==> src/design/djs_pkg.sv <==
// Shared types and constants for the deadline job scheduler.
package djs_pkg;

  localparam int DL_W  = 8;
  localparam int PR_W  = 16;
  localparam int SUM_W = 22;
  localparam int CNT_W = 7;

  localparam logic [SUM_W-1:0] PROFIT_MAX = {SUM_W{1'b1}};
  localparam logic [CNT_W-1:0] COUNT_MAX  = {CNT_W{1'b1}};

  typedef struct packed {
    logic [DL_W-1:0] deadline;
    logic [PR_W-1:0] profit;
  } job_t;

  typedef struct packed {
    logic valid;
    job_t job;
  } cell_t;

  typedef struct packed {
    logic ins;
    logic shift;
    logic clear;
  } cell_ctrl_t;

  typedef struct packed {
    logic step;
    logic clear;
  } place_ctrl_t;

endpackage

==> src/design/djs_place.sv <==
// Slot occupancy, latest-free-slot search and profit accumulation.
module djs_place #(
  parameter int MAX_SLOTS = 64
) (
  input  logic                      clk,
  input  logic                      rst_n,
  input  djs_pkg::place_ctrl_t      ctrl,
  input  djs_pkg::job_t             job,
  output logic [djs_pkg::SUM_W-1:0] sum,
  output logic [djs_pkg::CNT_W-1:0] placed
);
  import djs_pkg::*;

  logic [MAX_SLOTS-1:0] taken_r, taken_nxt;
  logic [MAX_SLOTS-1:0] pick;
  logic                 found;
  logic [SUM_W-1:0]     sum_r, sum_nxt;
  logic [CNT_W-1:0]     placed_r, placed_nxt;
  logic [SUM_W:0]       sum_add;

  // Pick the highest free slot below the deadline; deadlines past the last
  // slot simply cover every slot.
  always_comb begin
    pick  = '0;
    found = 1'b0;
    for (int s = MAX_SLOTS - 1; s >= 0; s--) begin
      if (!found && !taken_r[s] && (s < int'(job.deadline))) begin
        pick[s] = 1'b1;
        found   = 1'b1;
      end
    end
  end

  assign sum_add = {1'b0, sum_r} + (SUM_W + 1)'(job.profit);

  always_comb begin
    taken_nxt  = taken_r;
    sum_nxt    = sum_r;
    placed_nxt = placed_r;
    if (ctrl.clear) begin
      taken_nxt  = '0;
      sum_nxt    = '0;
      placed_nxt = '0;
    end else if (ctrl.step && found) begin
      taken_nxt  = taken_r | pick;
      sum_nxt    = sum_add[SUM_W] ? PROFIT_MAX : sum_add[SUM_W-1:0];
      placed_nxt = (placed_r == COUNT_MAX) ? COUNT_MAX : placed_r + 1'b1;
    end
  end

  always_ff @(posedge clk) begin
    if (!rst_n) begin
      taken_r  <= '0;
      sum_r    <= '0;
      placed_r <= '0;
    end else begin
      taken_r  <= taken_nxt;
      sum_r    <= sum_nxt;
      placed_r <= placed_nxt;
    end
  end

  assign sum    = sum_r;
  assign placed = placed_r;
endmodule

==> config.mk <==
export PLATFORM = sky130hd
export DESIGN_NAME = djs_place
export DESIGN_NICKNAME = d
export VERILOG_FILES = /design/src/design/djs_pkg.sv /design/src/design/djs_place.sv
export SDC_FILE = /design/constraint.sdc
export NUM_CORES = 1
export LEC_CHECK = 0
export BUFFER_PORTS_ARGS = -buffer_cell sky130_fd_sc_hd__buf_2
export CAP_MARGIN = 20
export CORE_ASPECT_RATIO = 0.7
export CORE_UTILIZATION = 29
export DETAILED_ROUTE_END_ITERATION = 10
export GPL_ROUTABILITY_DRIVEN = 0
export PLACE_DENSITY = 0.51
export SLEW_MARGIN = 20
export SYNTH_ARGS = -nofsm -noshare
export SYNTH_HDL_FRONTEND = slang
export SYNTH_SLANG_ARGS = --single-unit
==> constraint.sdc <==
create_clock -name clk -period 5.75 [get_ports clk]
set_clock_uncertainty 0.15 [all_clocks]
set_input_delay 0.8625 -clock clk [delete_from_list [all_inputs] [get_ports clk]]
set_output_delay 0.8625 -clock clk [all_outputs]
set_load 0.02 [all_outputs]
======== Word level (Yosys, flattened, before mapping) ========
Index checks and enable logic that the tools add are counted.
storage, ports and cells
  bits in registers ....................... 93
  latch bits .............................. 0
  RAM bits ................................ 0
  bits in read-only memories .............. 0
  bits of input ports ..................... 28
  output and inout bits ................... 29
  logic and storage cells ................. 457
  memories kept ........................... 0
operators by class
  $add $sub $neg .......................... 2
  $mul .................................... 0
  div/mod/pow operators ................... 0
  order comparisons ....................... 64
  eq/ne operators ......................... 1
  shift operators ......................... 0
  muxes and demuxes ....................... 129
  bitwise logic cells ..................... 2
  reduce and logical (&&, ||, !) cells .... 256
operators with widths
  cell                   number
  $lt A6 B8 Y1 const A   32
  $logic_and A1 B1 Y1    128
  $lt A5 B8 Y1 const A   16
  $logic_not A1 Y1       127
  $mux W1                127
  $lt A4 B8 Y1 const A   8
  $or A64 B64 Y64        1
  $lt A3 B8 Y1 const A   4
  $add A22 B16 Y23       1
  $mux W22               1
  $lt A1 B8 Y1 const A   2
  $lt A2 B8 Y1 const A   2
  $add A7 B1 Y7 const B  1
  $eq A7 B7 Y1 const B   1
  $mux W7                1
  $reduce_or A2 Y1       1
  $not A1 Y1             1

======== Longest topological paths before layout ========
  depth after elaboration ................. 256
  mapped depth ............................ 13
  depth with buffers taken out ............ 11

======== Least setup slack after synthesis ========
OpenSTA, ideal clock, no wires.
  kind .................................... input to register
  from .................................... input port job[22] (netlist name)
  to ...................................... register placed_r[6], in the netlist placed[6]
  setup time .............................. 0.128 ns
  arrival ................................. 3.244 ns
  required time ........................... 5.472 ns
  setup slack ............................. 2.229 ns
  stages .................................. 12
  buffers on the path ..................... 4
  cells stage by stage .................... buf_4 nor4_4 buf_6 o21ai_4 a211oi_4 nand4_4 nor4_4 a21oi_2 buf_2 buf_6 a41oi_1 nor2_1
between the ends
  cells in the longest elaborated chain, start to end .. 256
  elaborated cells on any way between the ends .. 319
  those cells by class .................... order compare (64); mux (64); reduce/logical (191)
ends and longest elaborated chain
  element                           RTL line         source
  start, declared                   djs_place.sv:8   input djs_pkg::job_t job,
  $lt A6 B8 Y1                      djs_place.sv:27  if (!found && !taken_r[s] && (s < int'(job.deadline))) begin
  $logic_and A1 B1 Y1               djs_place.sv:27
  $mux W1                           djs_place.sv:27
  $logic_not A1 Y1                  djs_place.sv:27
  $logic_and A1 B1 Y1 (2 in a row)  djs_place.sv:27
  $mux W1                           djs_place.sv:27
  $logic_not A1 Y1                  djs_place.sv:27
  $logic_and A1 B1 Y1 (2 in a row)  djs_place.sv:27
  [236 not listed]                  --
  $mux W1                           djs_place.sv:27
  $logic_not A1 Y1                  djs_place.sv:27
  $logic_and A1 B1 Y1 (2 in a row)  djs_place.sv:27
  $mux W1                           djs_place.sv:27
  $logic_not A1 Y1                  djs_place.sv:27
  $logic_and A1 B1 Y1 (2 in a row)  djs_place.sv:27
  $mux W1 (*)                       djs_place.sv:27
  $logic_and A1 B1 Y1 (*)           djs_place.sv:44  end else if (ctrl.step && found) begin
  end signal, assigned              djs_place.sv:59  placed_r <= placed_nxt;
  end, declared                     djs_place.sv:18  logic [CNT_W-1:0] placed_r, placed_nxt;
Every way passes the cells marked *; elsewhere a longest branch is shown, timed or not.
A chain may end at the register's enable or synchronous reset.

======== Worst setup path after layout ========
  from .................................... input port job[23] (netlist name)
  to ...................................... register taken_r[51]
between the ends
  cells in the longest elaborated chain, start to end .. 256
  elaborated cells on any way between the ends .. 321
  those cells by class .................... order compare (64); mux (65); bitwise (1); reduce/logical (191)
ends and longest elaborated chain
  element                           RTL line         source
  $lt A6 B8 Y1                      djs_place.sv:27
  $logic_and A1 B1 Y1               djs_place.sv:27
  $mux W1                           djs_place.sv:27
  $logic_not A1 Y1                  djs_place.sv:27
  $logic_and A1 B1 Y1 (2 in a row)  djs_place.sv:27
  $mux W1                           djs_place.sv:27
  $logic_not A1 Y1                  djs_place.sv:27
  $logic_and A1 B1 Y1 (2 in a row)  djs_place.sv:27
  [236 not listed]                  --
  $mux W1                           djs_place.sv:27
  $logic_not A1 Y1                  djs_place.sv:27
  $logic_and A1 B1 Y1 (2 in a row)  djs_place.sv:27
  $mux W1                           djs_place.sv:27
  $logic_not A1 Y1                  djs_place.sv:27
  $logic_and A1 B1 Y1 (2 in a row)  djs_place.sv:27
  $mux W1                           djs_place.sv:27
  $logic_and A1 B1 Y1               djs_place.sv:44
  end signal, assigned              djs_place.sv:57  taken_r <= taken_nxt;
  end, declared                     djs_place.sv:14  logic [MAX_SLOTS-1:0] taken_r, taken_nxt;
Parallel ways exist; a longest one is shown, timed or not.

==> reports/results.tsv <==
metric	value	unit
outcome	finished, final reports clean	
cts_buffers	9	
post-route-period-util	71.5	%
crit_required	5.85	ns
dieArea	0.0202	mm^2
cts_max_path_buffers	2	
setup_violations	0	
fill_cells	1998	
cts_setup_buffers	0	
reg2reg_from	sum[2]	
cts_hold_buf	0	
swShare	26.8	%
synth_edf_count	0	
dpl_cell_area	0.00617	mm^2
clkSlewWorstSetupHoldPaths	0.06	ns
area_growth	13.9	%
drt-initial-drc-count	572	
pre_cts_slack	1.33	ns
drv_cap	0	
ys_ff_latch	93	
die_height	119	um
p_switching	0.404	mW
cts_tree	built	
grt_pass1_wl	27900	um
numPortBuffers	56	
hold_ws	0.303	ns
seq_area_frac_synth	32.7	%
holdPathEnd	taken_r[21]	
place_hpwl	12200	um
fmax	243	MHz
p_int	1.10	mW
critPathKind	primary input to register	
synthFlopType	dfxtp_1	
final_common_cell	dfxtp_1	
min_from	taken_r[21]	
fin_setup_tns	0	ns
start_kind	primary input	
endpoint_kind	register	
clk-insertion-delay-late	0.36	ns
postSynthNetCount	759	
worstHoldPathType	register to register	
cts_resized	0	
ir_drop	0.000123	V
whs_path_depth	2	
cts_num_sinks	93	
rsz0062_at_grt	false	
dr_total_vias	5543	
vias_per_cell	5.46	
grt_pass1_vias	4988	
worst_slack	1.64	ns
grt_overflow	0	
ant_nets	0	
leakage	2.39	nW
grt_use_total	17.6	%
wl	17200	um
nets	794	
relSlewSlack	38.4	%
postSynth.asyncResetShare	0	%
reg2reg_to	sum[21]	
drv_slew	0	
cts-root-buf	clkbuf_16	
combPwrFrac	13.4	%
final_cell_mix	93 x dfxtp_1, 80 x a21oi_1, 65 x o21ai_0, 63 x nand2_1, 61 x nor2_1	
path_max_fanout	35	
arrival	4.21	ns
post-route-drc-count	0	
p_clk_share	42.9	%
rr_worst_depth	9	
tightest_slew	0.922	ns
initial_core_util	29.8	%
syn_inst	713	
final_hold_viol_count	0	
reg2reg_slack	2.25	ns
avgSynthCellArea	7.98	um^2
final_util	34.0	%
coreArea	0.0191	mm^2
seq_power_share	43.6	%
io-pin-count	57	
drtPass1Iterations	5	
dieWidth	169	um
synth.distinct_cells	81	
fin_cells	1016	
total_power	1.51	mW
wl_per_cell	17.0	um
grt_antenna_before_repair	0	
post-route-min-period	4.11	ns
dp_cells	1001	
grt_max_degree	57	
h-tree-depth	3	
netlist_area	0.00569	mm^2
power.density	233	mW/mm^2
rows	42	
post-route-cell-area	0.00648	mm^2
ys_warn_count	0	
layout-drive-gt1-share	15.2	%
antenna_cells	0	
final cells by class:
| type | count | area [um^2] | share of cell area, % |
|---|---|---|---|
| clock buffer | 10 | 239 | 3.69 |
| clock inverter | 5 | 75.1 | 1.16 |
| inverter | 21 | 78.8 | 1.22 |
| multi-input combinational | 553 | 3510 | 54.2 |
| sequential | 93 | 1860 | 28.7 |
| tap | 264 | 330 | 5.10 |
| timing repair buffer | 70 | 385 | 5.95 |
kinds of logic after synthesis:
| group | count (synthesis) | share of synthesized area, % |
|---|---|---|
| mux | 3 | 0.550 |
| fa+ha+maj | 18 | 4.09 |
| simple gates | 242 | 22.6 |
| buf+inv | 67 | 5.91 |
| compound gates | 278 | 32.2 |
| flops | 93 | 32.7 |
| xor+xnor | 12 | 1.85 |
power by group through the flow:
stage / clock network [mW] / logic (mW) / registers, mW
6_report: 0.648 / 0.203 / 0.658
2_1_floorplan: 0 / 0.137 / 0.678
4_1_cts: 0.667 / 0.201 / 0.658
3_5_place_dp: 0 / 0.200 / 0.673
3_3_place_gp: 0 / 0.202 / 0.673
5_1_grt: 0.687 / 0.223 / 0.659
state kept, by name, summed over array words and instances, names as in the netlist:
name / cells
taken_r: 64
placed: 7
sum: 22
per-layer routing:
layer	track usage (%)	part of all wire, %
met5	0	0
met4	3.77	0.97
met3	4.45	6.7
met2	22.9	38
met1	28.0	55
how the worst max path moves through the flow:
stage / from / end / cells after the start
global placement: job[20] / taken_r[14] / 9
finish: job[23] / taken_r[51] / 9
detailed placement: job[23] / taken_r[51] / 10
global route: job[19] / sum[20] / 9
floorplan: job[22] / placed[6] / 12
CTS: job[23] / taken_r[51] / 10
cells in the mapped netlist (6+ instances only):
master / number / area [um^2]
dfxtp_1: 93 / 1860
a21oi_1: 80 / 400
o21ai_0: 65 / 325
nand2_1: 63 / 236
nor2_1: 61 / 229
a31oi_1: 25 / 156
clkbuf_1: 22 / 82.6
inv_1: 20 / 75.1
nand3_1: 18 / 90.1
ha_1: 17 / 213
nor3_1: 17 / 85.1
a21o_1: 11 / 82.6
a22o_1: 11 / 96.3
and2_1: 11 / 68.8
buf_2: 11 / 55.1
nand4_1: 11 / 68.8
a211oi_1: 10 / 75.1
and3_1: 10 / 62.6
o31ai_1: 10 / 75.1
buf_6: 8 / 90.1
nor4_1: 8 / 50.1
nand2b_1: 7 / 43.8
a41oi_1: 6 / 52.6
xnor2_1: 6 / 52.6
xor2_1: 6 / 52.6
worst max-delay path: stages:
cell and delay (ns):
buf_2 0.17, or3_1 0.67, a31oi_2 0.28, o211a_1 0.23, nand4b_1 0.32, nor4_4 0.68, a21oi_4 0.37, and3_1 0.33
a32o_1 0.26
(Power assumes the default switching activity.)
