### src/design/djs_pkg.sv
// Shared types and constants for the deadline job scheduler.
package djs_pkg;

  localparam int DL_W  = 8;
  localparam int PR_W  = 16;
  localparam int SUM_W = 22;
  localparam int CNT_W = 7;

  localparam logic [SUM_W-1:0] PROFIT_MAX = {SUM_W{1'b1}};
  localparam logic [CNT_W-1:0] COUNT_MAX  = {CNT_W{1'b1}};

  typedef struct packed {
    logic [DL_W-1:0] deadline;
    logic [PR_W-1:0] profit;
  } job_t;

  typedef struct packed {
    logic valid;
    job_t job;
  } cell_t;

  typedef struct packed {
    logic ins;
    logic shift;
    logic clear;
  } cell_ctrl_t;

  typedef struct packed {
    logic step;
    logic clear;
  } place_ctrl_t;

endpackage

### src/design/djs_cell.sv
// One cell of the profit-sorted job chain.
module djs_cell (
  input  logic               clk,
  input  logic               rst_n,
  input  djs_pkg::cell_ctrl_t ctrl,
  input  djs_pkg::job_t      new_job,
  input  djs_pkg::cell_t     left,
  input  logic               left_g,
  input  djs_pkg::cell_t     right,
  output djs_pkg::cell_t     cur,
  output logic               g
);
  import djs_pkg::*;

  logic valid_r, valid_nxt;
  job_t job_r, job_nxt;

  // The new job goes ahead of this entry only on a strictly higher profit,
  // so equal profits keep arrival order.
  assign g   = valid_r && (new_job.profit > job_r.profit);
  assign cur = '{valid: valid_r, job: job_r};

  always_comb begin
    valid_nxt = valid_r;
    job_nxt   = job_r;
    if (ctrl.clear) begin
      valid_nxt = 1'b0;
    end else if (ctrl.shift) begin
      valid_nxt = right.valid;
      job_nxt   = right.job;
    end else if (ctrl.ins) begin
      if (left_g) begin
        valid_nxt = 1'b1;
        job_nxt   = left.job;
      end else if (g || (!valid_r && left.valid)) begin
        valid_nxt = 1'b1;
        job_nxt   = new_job;
      end
    end
  end

  always_ff @(posedge clk) begin
    if (!rst_n) begin
      valid_r <= 1'b0;
    end else begin
      valid_r <= valid_nxt;
    end
  end

  always_ff @(posedge clk) begin
    job_r <= job_nxt;
  end
endmodule

### config.mk
export PLATFORM = sky130hd
export DESIGN_NAME = djs_cell
export DESIGN_NICKNAME = d
export VERILOG_FILES = /design/src/design/djs_pkg.sv /design/src/design/djs_cell.sv
export SDC_FILE = /design/constraint.sdc
export NUM_CORES = 1
export LEC_CHECK = 0
export ABC_AREA = 1
export BUFFER_PORTS_ARGS = -buffer_cell sky130_fd_sc_hd__buf_2
export CAP_MARGIN = 20
export CORE_ASPECT_RATIO = 0.8
export CORE_UTILIZATION = 40
export DETAILED_ROUTE_END_ITERATION = 10
export PLACE_DENSITY = 0.79
export SYNTH_ARGS = -nofsm -noshare
export SYNTH_HDL_FRONTEND = slang
export SYNTH_SLANG_ARGS = --single-unit
export TNS_END_PERCENT = 1
### constraint.sdc
create_clock -name clk -period 3.6 [get_ports clk]
set_clock_uncertainty 0.15 [all_clocks]
set_input_delay 0.36 -clock clk [delete_from_list [all_inputs] [get_ports clk]]
set_output_delay 0.36 -clock clk [all_outputs]
set_load 0.02 [all_outputs]
After elaboration in Yosys (flattened, before gate mapping)
Index checks and enable logic that the tools add are counted.
{ "totals": {"regBits": 25, "in_bits": 80, "elab_cells": 23} }
{ "op_classes": {"n_lt_le_gt_ge": 1, "muxes": 8, "bitwise_logic": 2, "n_reduce_logical": 9} }
{ "ops": {"columns": ["operator", "count"], "rows": [
  ["$mux 24", 4],
  ["$gt 16x16->1", 1],
  ["$mux 1", 4],
  ["$reduce_and 3->1", 1],
  ["$reduce_bool 3->1", 1],
  ["$logic_and 1x1->1", 2],
  ["$not 1->1", 2],
  ["$reduce_and 2->1", 1],
  ["$reduce_bool 2->1", 1],
  ["$reduce_or 2->1", 1],
  ["$logic_not 1->1", 1],
  ["$logic_or 1x1->1", 1]
]} }

Longest topological paths before layout
Gate-level depths: netlist of run 1.
{ "logic_depth": {"word_depth": 7, "depth_mapped": 15, "depth_no_buf": 15} }

Least setup slack after synthesis of run 1
Ideal clock, no wire load.
{ "synth_path": {"kind": "register -> register", "start": "register job_r (netlist bit cur[15])", "end": "register job_r (netlist bit cur[0]), enable pin", "setup_time_ns": 0.405, "arrival_ns": 2.361, "setup_slack_ns": 0.684, "path_stages_with_launch": 13, "period_less_slack_ns": 2.916, "path_cell_list": "edfxtp_1 -> inv_1 -> ha_1 -> nand2_1 -> nor2_2 -> nand2_1 -> clkinv_1 -> nand2_2 -> nand2_2 -> nand2_2 -> nand2_2 -> nand2_2 -> nor2_1"} }
{ "synth_between": {"elab_chain_cells": 5} }
{ "synth_rtl": {"columns": ["element", "line_no", "text"], "rows": [
  ["from (decl)", "djs_cell.sv:16", "job_t job_r, job_nxt;"],
  ["from (signal assigned)", "djs_cell.sv:51", "job_r <= job_nxt;"],
  ["$gt 16x16->1", "djs_cell.sv:20", "assign g = valid_r && (new_job.profit > job_r.profit);"],
  ["$logic_and 1x1->1", "djs_cell.sv:20", null],
  ["$logic_or 1x1->1", "djs_cell.sv:35", "end else if (g || (!valid_r && left.valid)) begin"],
  ["$reduce_bool 3->1 (no source line)", null, null],
  ["$reduce_and 3->1 (no source line)", null, null]
]} }
Every way passes these cells.
A chain may end at the register's enable or synchronous reset.

Worst setup path in the final report of run 1
Ends and elaborated chain as after synthesis.

==> results.md, run 1 <==
- The run finished with clean final reports.
- Entering global routing, the biggest net connects 28 pins.
- Clock tree synthesis inserted a total of 3 buffers.
- The number of cells on the worst reg-to-reg path is 12.
- Of the synthesized area, sequential elements account for 0.4274.
- The violation count after the first detailed-route iteration is between 100 and 150.
- The setup-violating endpoint count in the final report is 0.
- In this run, synthesis produced a sequential element count of 25.
- The cell-internal power is 0.5112 mW.
- The final worst-path cycle share is 0.6628.
- Leaving out fill and tap cells, the most frequent cells in the layout are sky130_fd_sc_hd__buf_2 (105), sky130_fd_sc_hd__a21oi_1 (54), sky130_fd_sc_hd__nand2_1 (40).
- The final number of hold-violating endpoints is 0.
- At the later pin of the worst-skew pair, clock insertion delay measures 0.28 ns.
- The total detailed-routing wirelength is about 4500 µm.
- The residual overflow from global routing is 0.
- The capture point of the worst reg-to-reg path is cur[0]$_DFFE_PP_.
- The via count of the first global-routing pass is 1564.
- The worst hold path belongs to the class in2reg.
- For the final routed database, the setup TNS stands at 0 ns.
- For the worst setup path, the data required time is between 3 and 4 ns.
- At the end of routability-driven placement, the weighted congestion stood at 0.7390.
- For this design the top-level I/O count stands at 106.
- The final number of max-transition violations came to 0.
- The multi-input logic area is 839.6 µm².
- The final routed DRC violation total is 0.
- The per-cell routed wire length is 12.12 µm.
- In this run the core area contains 21 standard-cell rows.
- The all-layer global routing usage is 0.2009.
- The routed layout has 1814 vias.
- Of the total power, combinational logic draws 0.286.
- The worst setup path is launched from a register.
- The number of iterations in the first detailed-routing pass is 4.
- In this run the cell area of the synthesized design comes to 1733 µm².
- TritonCTS built the clock tree.
- The sequential share of power is 0.480.
- Input and output buffers added on the ports amount to 105.
- For the worst setup path, the data arrival time is 2.20 ns.
- The number of fill cells is 411.
- In this run the critical register-to-register path is launched from cur[15]$_DFFE_PP_.
- The library cell used most frequently in the layout, excluding fill and tap cells, is sky130_fd_sc_hd__buf_2.
- Across the whole layout, storage elements account for 740.7 µm².
- The count of inserted antenna diode cells is 0.
- The worst hold path terminates at valid_r$_SDFFE_PP0P_.
- The maximum buffer depth of the clock tree is 2.
- The floorplan step defined a die boundary enclosing 4601 µm².
- The die is between 70 and 80 µm wide.
- A synthesized cell averages 7.949 µm².
- The number of synthesis warnings is 0.
- For this design, the sink count on the clock tree is 25.
- The setup fix buffers added after clock tree synthesis is 0.
- The die is 60.87 µm tall.
- The count of instances resized after the clock tree is built is 0.
- The switching power total is 0.2255 mW.
- The start point of the worst min-delay path is rst_n.
- Yosys mapped the design onto 21 distinct sky130hd cell types.
- After legalization and detailed placement, the total HPWL measured approximately 3500 µm.
- The max capacitance violation total is 0.
- The total power density per cell area is ~320 nW/µm².
- The worst hold slack is about 0.22 ns.
- The buffer cell driving the clock tree root is sky130_fd_sc_hd__clkbuf_8.
- For this configuration, the core starts out at a cell density of 0.4148.
- The critical path in this run is classified as reg2reg.
- Relative to the synthesized area, the layout overhead comes to 34.95%.
- At the pin with the least slew margin, the transition time is between 0.5 and 0.6 ns.
- The kind of end point of the critical path is a register.
- The total area inside the core boundary comes to 4178 µm².
- The minimum clock period after layout is 2.386 ns.
- Measured against its own limit, the worst slew margin works out to 0.6355.
- In the final design database the tool counted 415 nets.
- The post-route antenna net violation count is 0.
- The first-pass GRT wire length is 7003 µm.
- The setup slack on the worst flop-to-flop path is about 1.2 ns.
- The fraction of final layout cells with drive strength greater than 1 is 0.3962.
- In this run the number of H-tree levels came out at 1.
- Of the total power, the clock network draws 0.234.
- The maximum ir drop on the vdd rail is 0.1751 mV.
- The cell count after synthesis is 218.
- Using the TritonRoute via totals, the vias-per-cell ratio works out to 4.837.
- Of the total power, the share spent switching nets is 0.3061.
- Setup repair after global routing left no endpoint under its margin.
- The static leakage power is 1.201 nW.
- The synthesized net count is approximately 310.
- Clock-pin slew was measured on the worst setup and hold paths at 0.09 ns.
- The initial antenna violation count came to 0.
- The upper clock frequency limit is 419.1 MHz.
- The maximum fanout encountered on the critical timing path is 19.
- The number of cells on the worst hold path is 3.
- Hold repair after CTS inserted 0 buffers.
per-stage QoR:
step	util	setup WS (ns)	total power, mW	std cells	cell area, µm²
finish	0.5597	1.214	0.7367	375	2338
global route	0.5597	1.021	0.7800	375	2338
CTS	0.5597	1.202	0.7424	375	2338
detailed placement	0.5481	1.153	0.5720	371	2290
global placement	0.5481	1.195	0.5659	371	2290
floorplan	-	0.6838	0.4859	218	1733
registers in the layout, indices dropped and copies added, names as in the netlist:
| name | flops |
|---|---|
| valid_r | 1 |
| cur | 24 |
critical path, stage by stage (launching register included):
cell and delay (ns):
sky130_fd_sc_hd__edfxtp_1 0.40, sky130_fd_sc_hd__inv_1 0.08, sky130_fd_sc_hd__ha_1 0.24, sky130_fd_sc_hd__nand2_1 0.10
sky130_fd_sc_hd__nor2_2 0.05, sky130_fd_sc_hd__nand2_1 0.08, sky130_fd_sc_hd__nor2_1 0.05, sky130_fd_sc_hd__nor2_1 0.13
sky130_fd_sc_hd__nand2_2 0.08, sky130_fd_sc_hd__nand2_2 0.06, sky130_fd_sc_hd__nand2_2 0.06, sky130_fd_sc_hd__nor2_2 0.24
sky130_fd_sc_hd__buf_4 0.33
power groups by stage:
stage	clock network, mW	registers (mW)	logic [mW]
after floorplan	0	0.385	0.101
after global placement	0	0.360	0.206
final	0.172	0.354	0.211
after global routing	0.184	0.357	0.240
after detailed placement	0	0.361	0.211
after CTS	0.176	0.354	0.213
kinds of logic after synthesis:
| kind of cell | Yosys count | synth area share |
|---|---|---|
| buf+inv | 37 | 0.08953 |
| simple gates | 81 | 0.1906 |
| fa+ha+maj | 16 | 0.1155 |
| flops | 25 | 0.4274 |
| compound gates | 59 | 0.1769 |
synthesized netlist by cell type:
| cell type | count | share of area |
|---|---|---|
| sky130_fd_sc_hd__nand4_1 | 1 | 0.0036 |
| sky130_fd_sc_hd__a211oi_1 | 1 | 0.0043 |
| sky130_fd_sc_hd__buf_2 | 10 | 0.029 |
| sky130_fd_sc_hd__a21oi_1 | 54 | 0.16 |
| sky130_fd_sc_hd__inv_2 | 4 | 0.0087 |
| sky130_fd_sc_hd__edfxtp_1 | 24 | 0.42 |
| sky130_fd_sc_hd__nand3_1 | 1 | 0.0029 |
| sky130_fd_sc_hd__clkinv_1 | 1 | 0.0022 |
| sky130_fd_sc_hd__nor2_2 | 2 | 0.0072 |
| sky130_fd_sc_hd__a21o_1 | 1 | 0.0043 |
| sky130_fd_sc_hd__nor2_1 | 30 | 0.065 |
| sky130_fd_sc_hd__o211ai_1 | 1 | 0.0043 |
| sky130_fd_sc_hd__a21oi_2 | 1 | 0.0051 |
| sky130_fd_sc_hd__or2_2 | 1 | 0.0036 |
| sky130_fd_sc_hd__inv_1 | 21 | 0.045 |
| sky130_fd_sc_hd__nand2_2 | 6 | 0.022 |
| sky130_fd_sc_hd__nand2_1 | 40 | 0.087 |
| sky130_fd_sc_hd__buf_4 | 1 | 0.0043 |
| sky130_fd_sc_hd__ha_1 | 16 | 0.12 |
| sky130_fd_sc_hd__dfxtp_1 | 1 | 0.012 |
| sky130_fd_sc_hd__o21ai_0 | 1 | 0.0029 |
how the worst max path moves through the flow:
stage	start	endpoint	slack, ns	depth (start not counted)
detailed placement	new_job[15]	cur[19]$_DFFE_PP_	1.15	13
global route	cur[15]$_DFFE_PP_	cur[2]$_DFFE_PP_	1.02	12
finish	cur[15]$_DFFE_PP_	cur[0]$_DFFE_PP_	1.21	12
global placement	new_job[7]	cur[5]$_DFFE_PP_	1.19	13
CTS	cur[7]$_DFFE_PP_	cur[19]$_DFFE_PP_	1.20	13
floorplan	cur[15]$_DFFE_PP_	cur[0]$_DFFE_PP_	0.68	12
per-layer routing:
layer  wire [µm]  global-route usage  up-vias  part of all wire
met2        2140              0.3291       69              0.47
li1            -                   -      925                 -
met5           0                   0        -                 0
met4          40             0.04762        0            0.0088
met3         247             0.02658        4             0.054
met1        2118              0.2842      816              0.47
cell type report:
cell class	instances	share of cell area
Multi-Input combinational cell	156	0.3590
Inverter	26	0.04173
Clock buffer	3	0.01766
Tap cell	57	0.03050
Timing Repair Buffer	107	0.2311
Clock inverter	1	0.003210
Sequential cell	25	0.3167
Note: power is estimated with default switching activity, not from simulation.
==> run 2, diff against run 1 <==
Settings changed: ABC_AREA 1 to 0, PLACE_DENSITY 0.79 to 0.8.
Clock period 3.6 ns to 2.42 ns, I/O delays scaled along.
==> run 2 against run 1 <==
- global-route usage fell by 1.6 points
- synthesized cell count fell by 22%
- the run now ends with setup timing left
- largest power group unchanged
- die area fell by 1.4%
==> results.md, run 2 <==
- TritonCTS built the clock tree.
- The type of element launching the critical path is a register.
- The multi-input logic area is 913.4 µm² (+8.8%).
- The depth of the worst register-to-register path is 8 (-4).
- The final worst slack came to -0.0001972 ns (-1.214 ns).
- The maximum ir drop on the vdd rail came to 0.3773 mV (+120%).
- The initial antenna violation count is 0 (unchanged).
- The area enclosed by the die boundary is 4537 µm² (-1.4%).
- The largest net degree at the start of global routing is 33 (+18%).
- The static leakage power is 1.199 nW (-0.23%).
- The sequential cell area in the final layout is 740.7 µm² (unchanged).
- The share of the synthesized area in compound gates (AO/OA/AOI/OAI) is 0.1495 (-0.02744).
- The standard-cell row count is 20 (-4.8%).
- The number of fill cells came to 352 (-14%).
- The adder-cell share of the synthesized area came to 0.1172 (+0.001693).
- The main combinational cell family by area after synthesis is compound AO/OA/AOI/OAI gates.
- The post-synthesis cell type with the largest combined area is sky130_fd_sc_hd__edfxtp_1.
- In the finished design, the share of the clock period the worst path needs comes to 1.000.
- Following the worst setup path forward leads to its endpoint at g.
- In the post-synthesis netlist, the cell with the most instances is sky130_fd_sc_hd__o21ai_0.
- The average cell area after synthesis is 9.988 µm² (+26%).
- The clock buffer count from CTS is 3 (unchanged).
- The maximum buffer depth of the clock tree is 2 (unchanged).
- In this run the critical register-to-register path is launched from cur[1]$_DFFE_PP_.
- The max capacitance violation total is 0 (unchanged).
- The critical path required time came to 2.03 ns (-1.38 ns).
- The quantity of hold-fixing buffers added after cts is 0 (unchanged).
- The worst setup path startpoint is cur[1]$_DFFE_PP_.
- The initial standard-cell utilization of the core was 0.4347 (+0.01992).
- The portion of netlist area occupied by mux cells is 0.1407 (+0.1407).
- The final net count was 373 (-10%).
- The flip-flop count of the largest register, all copies and words added was 24 (unchanged).
- The fraction of final layout cells with drive strength greater than 1 is 0.4348 (+0.03856).
- The synthesized net count is 267 (-15%).
- The area share of and/or/nand/nor cells after synthesis came to 0.09744 (-0.09318).
- The all-layer global routing usage is 0.1847 (-0.01620).
- The number of vias per cell came to 4.822 (-0.32%).
- The synthesized-area fraction occupied by xor and xnor cells is 0 (unchanged).
- Setup repair after global routing could not meet its margin everywhere.
- The per-cell routed wire length is 12.21 µm (+0.68%).
- The root buffer cell chosen for the clock tree is sky130_fd_sc_hd__clkbuf_8.
- The setup-violating endpoint count in the final report is 1 (+1).
- The final number of hold-violating endpoints is 0 (unchanged).
- The cell count after synthesis is 171 (-22%).
- The residual overflow from global routing was 0 (unchanged).
- Ranked by total cell area, the synthesized netlist is headed by sky130_fd_sc_hd__edfxtp_1 (42%), sky130_fd_sc_hd__mux2i_1 (14%), sky130_fd_sc_hd__ha_1 (12%).
- The share of synthesized registers carrying an async set or reset is 0 (unchanged).
- The area added between synthesis and finish is 42.12%.
- The first-pass GRT wire length is 6154 µm (-12%).
- The total power density per cell area is 450.4 nW/µm² (+43%).
- The setup path with the least slack is of type reg2out.
- The capture point of the worst reg-to-reg path is cur[4]$_DFFE_PP_.
- The setup slack on the worst flop-to-flop path came to 0.03 ns (-1.18 ns).
- The final routed DRC violation total is 0 (unchanged).
- The number of iterations in the first detailed-routing pass is 4 (unchanged).
- In the layout the commonest cells are sky130_fd_sc_hd__buf_2 (104), sky130_fd_sc_hd__o21ai_0 (27), sky130_fd_sc_hd__nand2_1 (26).
- The worst hold path class is in2reg.
- The number of synthesis warnings is 0 (unchanged).
- The maximum fanout encountered on the critical timing path came to 2 (-17).
- The checks that failed: setup timing.
- The vertical die dimension came to 60.45 µm (-0.70%).
- The cell area after synthesis is 1708 µm² (-1.4%).
- The final number of max-transition violations is 0 (unchanged).
- The minimum clock period after layout is 2.420 ns.
- The number of register bits inferred by synthesis is 25 (unchanged).
- The count of port buffers added during placement is 105 (unchanged).
- The worst-margin pin slew is 0.4205 ns (-0.1263 ns).
- The data arrival time of the worst path is 2.03 ns (-0.17 ns).
- The run finished, with violations left.
- The source-to-sink clock delay at the later pin of the worst-skew pair is 0.26 ns (-0.02 ns).
- By count the netlist is led by sky130_fd_sc_hd__o21ai_0 (27), sky130_fd_sc_hd__nand2_1 (26), sky130_fd_sc_hd__edfxtp_1 (24), sky130_fd_sc_hd__mux2i_1 (24), sky130_fd_sc_hd__inv_1 (17).
- The H-tree level count is 1 (unchanged).
- The aggregate negative setup slack is -0.0001972 ns (-0.0001972 ns).
- The sequential fraction of the synthesis area is 0.4337 (+0.006263).
- The area inside the core boundary is 3929 µm² (-6.0%).
- The top cell type's share of synthesized area is 0.4220 (+0.006094).
- The final RePlAce weighted congestion is 0.7443 (+0.72%).
- The worst setup path is captured at a primary output.
- The post-place instance area is 2347 µm² (+2.5%).
- The violation count after the first detailed-route iteration came to 73 (-33%).
- The number of sinks on the clock net is 25 (unchanged).
- The post-route antenna net violation count is 0 (unchanged).
- The total power consumption of the routed design is 1.093 mW (+48%).
- The number of enable flip-flop cells after synthesis is 24 (unchanged).
- The number of unique standard cell types used by synthesis came to 23 (+9.5%).
- The estimated wirelength of the detail-placed design came to 3197 µm (-8.0%).
- The number of primary I/O pins came to 106 (unchanged).
- Derived from the worst setup path, the maximum achievable clock frequency is 413.2 MHz.
- Leaving out fill and tap cells, the most frequent cell in the layout is sky130_fd_sc_hd__buf_2.
- The main flop type after synthesis is sky130_fd_sc_hd__edfxtp_1.
- The via count of the first global-routing pass is 1442 (-7.8%).
- The clock transition time at the flip-flop clock pins of the worst setup and hold paths is 0.09 ns (about the same).
- The count of inserted antenna diode cells is 0 (unchanged).
- The floorplan die width was 75.06 µm (-0.71%).
- The headroom to the max-slew limit was 0.7196 (+0.08417).
- The number of vias after detailed routing was 1596 (-12%).
- The total detailed-routing wirelength is 4040 µm (-11%).
- The summed area of non-filler cells in the final layout is 2427 µm² (+3.8%).
==> run 2: worst min-delay path by stage <==
stage / start / endpoint / depth (start not counted)
finish: ctrl[0] / valid_r$_SDFFE_PP0P_ / 2
global route: ctrl[0] / valid_r$_SDFFE_PP0P_ / 2
CTS: ctrl[0] / valid_r$_SDFFE_PP0P_ / 2
detailed placement: ctrl[0] / valid_r$_SDFFE_PP0P_ / 2
global placement: ctrl[0] / valid_r$_SDFFE_PP0P_ / 2
floorplan: ctrl[0] / valid_r$_SDFFE_PP0P_ / 1
==> run 2: repair_timing <==
| action | 4_1_cts | 5_1_grt |
|---|---|---|
| endpoints found under the hold margin | 0 | 0 |
| setup endpoints to repair | 1 | 25 |
| pin swaps | 0 | 1 |
| gates resized for setup | 3 | 3 |
| cloned | 0 | 0 |
| setup buffers | 0 | 0 |
==> run 2: worst max-delay path: stages (launching register included) <==
cell                       delay [ns]
sky130_fd_sc_hd__edfxtp_1        0.37
sky130_fd_sc_hd__inv_2           0.05
sky130_fd_sc_hd__ha_4            0.26
sky130_fd_sc_hd__nor2b_1         0.12
sky130_fd_sc_hd__o211ai_1        0.11
sky130_fd_sc_hd__a2111o_1        0.42
sky130_fd_sc_hd__a41oi_4         0.27
sky130_fd_sc_hd__buf_6           0.16
==> run 2: kinds of logic after synthesis <==
logic type | after synthesis
buf+inv | 26
fa+ha+maj | 16
simple gates | 37
flops | 25
mux | 24
compound gates | 43
==> run 2: layout make-up <==
| cell class | instances | area share |
|---|---|---|
| clock inverter | 1 | 0.002062 |
| sequential | 25 | 0.3052 |
| timing repair buffer | 110 | 0.2448 |
| inverter | 17 | 0.02629 |
| clock buffer | 3 | 0.01701 |
| tap | 55 | 0.02835 |
| multi-input combinational | 120 | 0.3763 |
==> run 2: routing by layer <==
layer | vias up | part of all wire | global-route usage
met5 | - | 0 | 0
met4 | 0 | 0.014 | 0.05121
met3 | 6 | 0.073 | 0.04983
met2 | 70 | 0.45 | 0.3153
met1 | 693 | 0.46 | 0.2329
li1 | 827 | - | -
==> run 2: stage by stage <==
step | setup WS, ns | util | hold slack, ns | instances
after global routing | -0.09668 | 0.6178 | 0.06307 | 331
after detailed placement | 0.05842 | 0.5975 | 0.3367 | 327
final | -0.0001972 | 0.6178 | 0.06776 | 331
after CTS | -0.007145 | 0.6124 | 0.05312 | 331
after floorplan | -0.1334 | - | 0.1681 | 171
after global placement | 0.1147 | 0.5975 | 0.3357 | 327
==> run 2: power by group <==
group | internal [mW] | switching (mW)
Sequential | 0.515 | 0.0118
Clock | 0.115 | 0.131
Combinational | 0.146 | 0.175
Total | 0.776 | 0.317
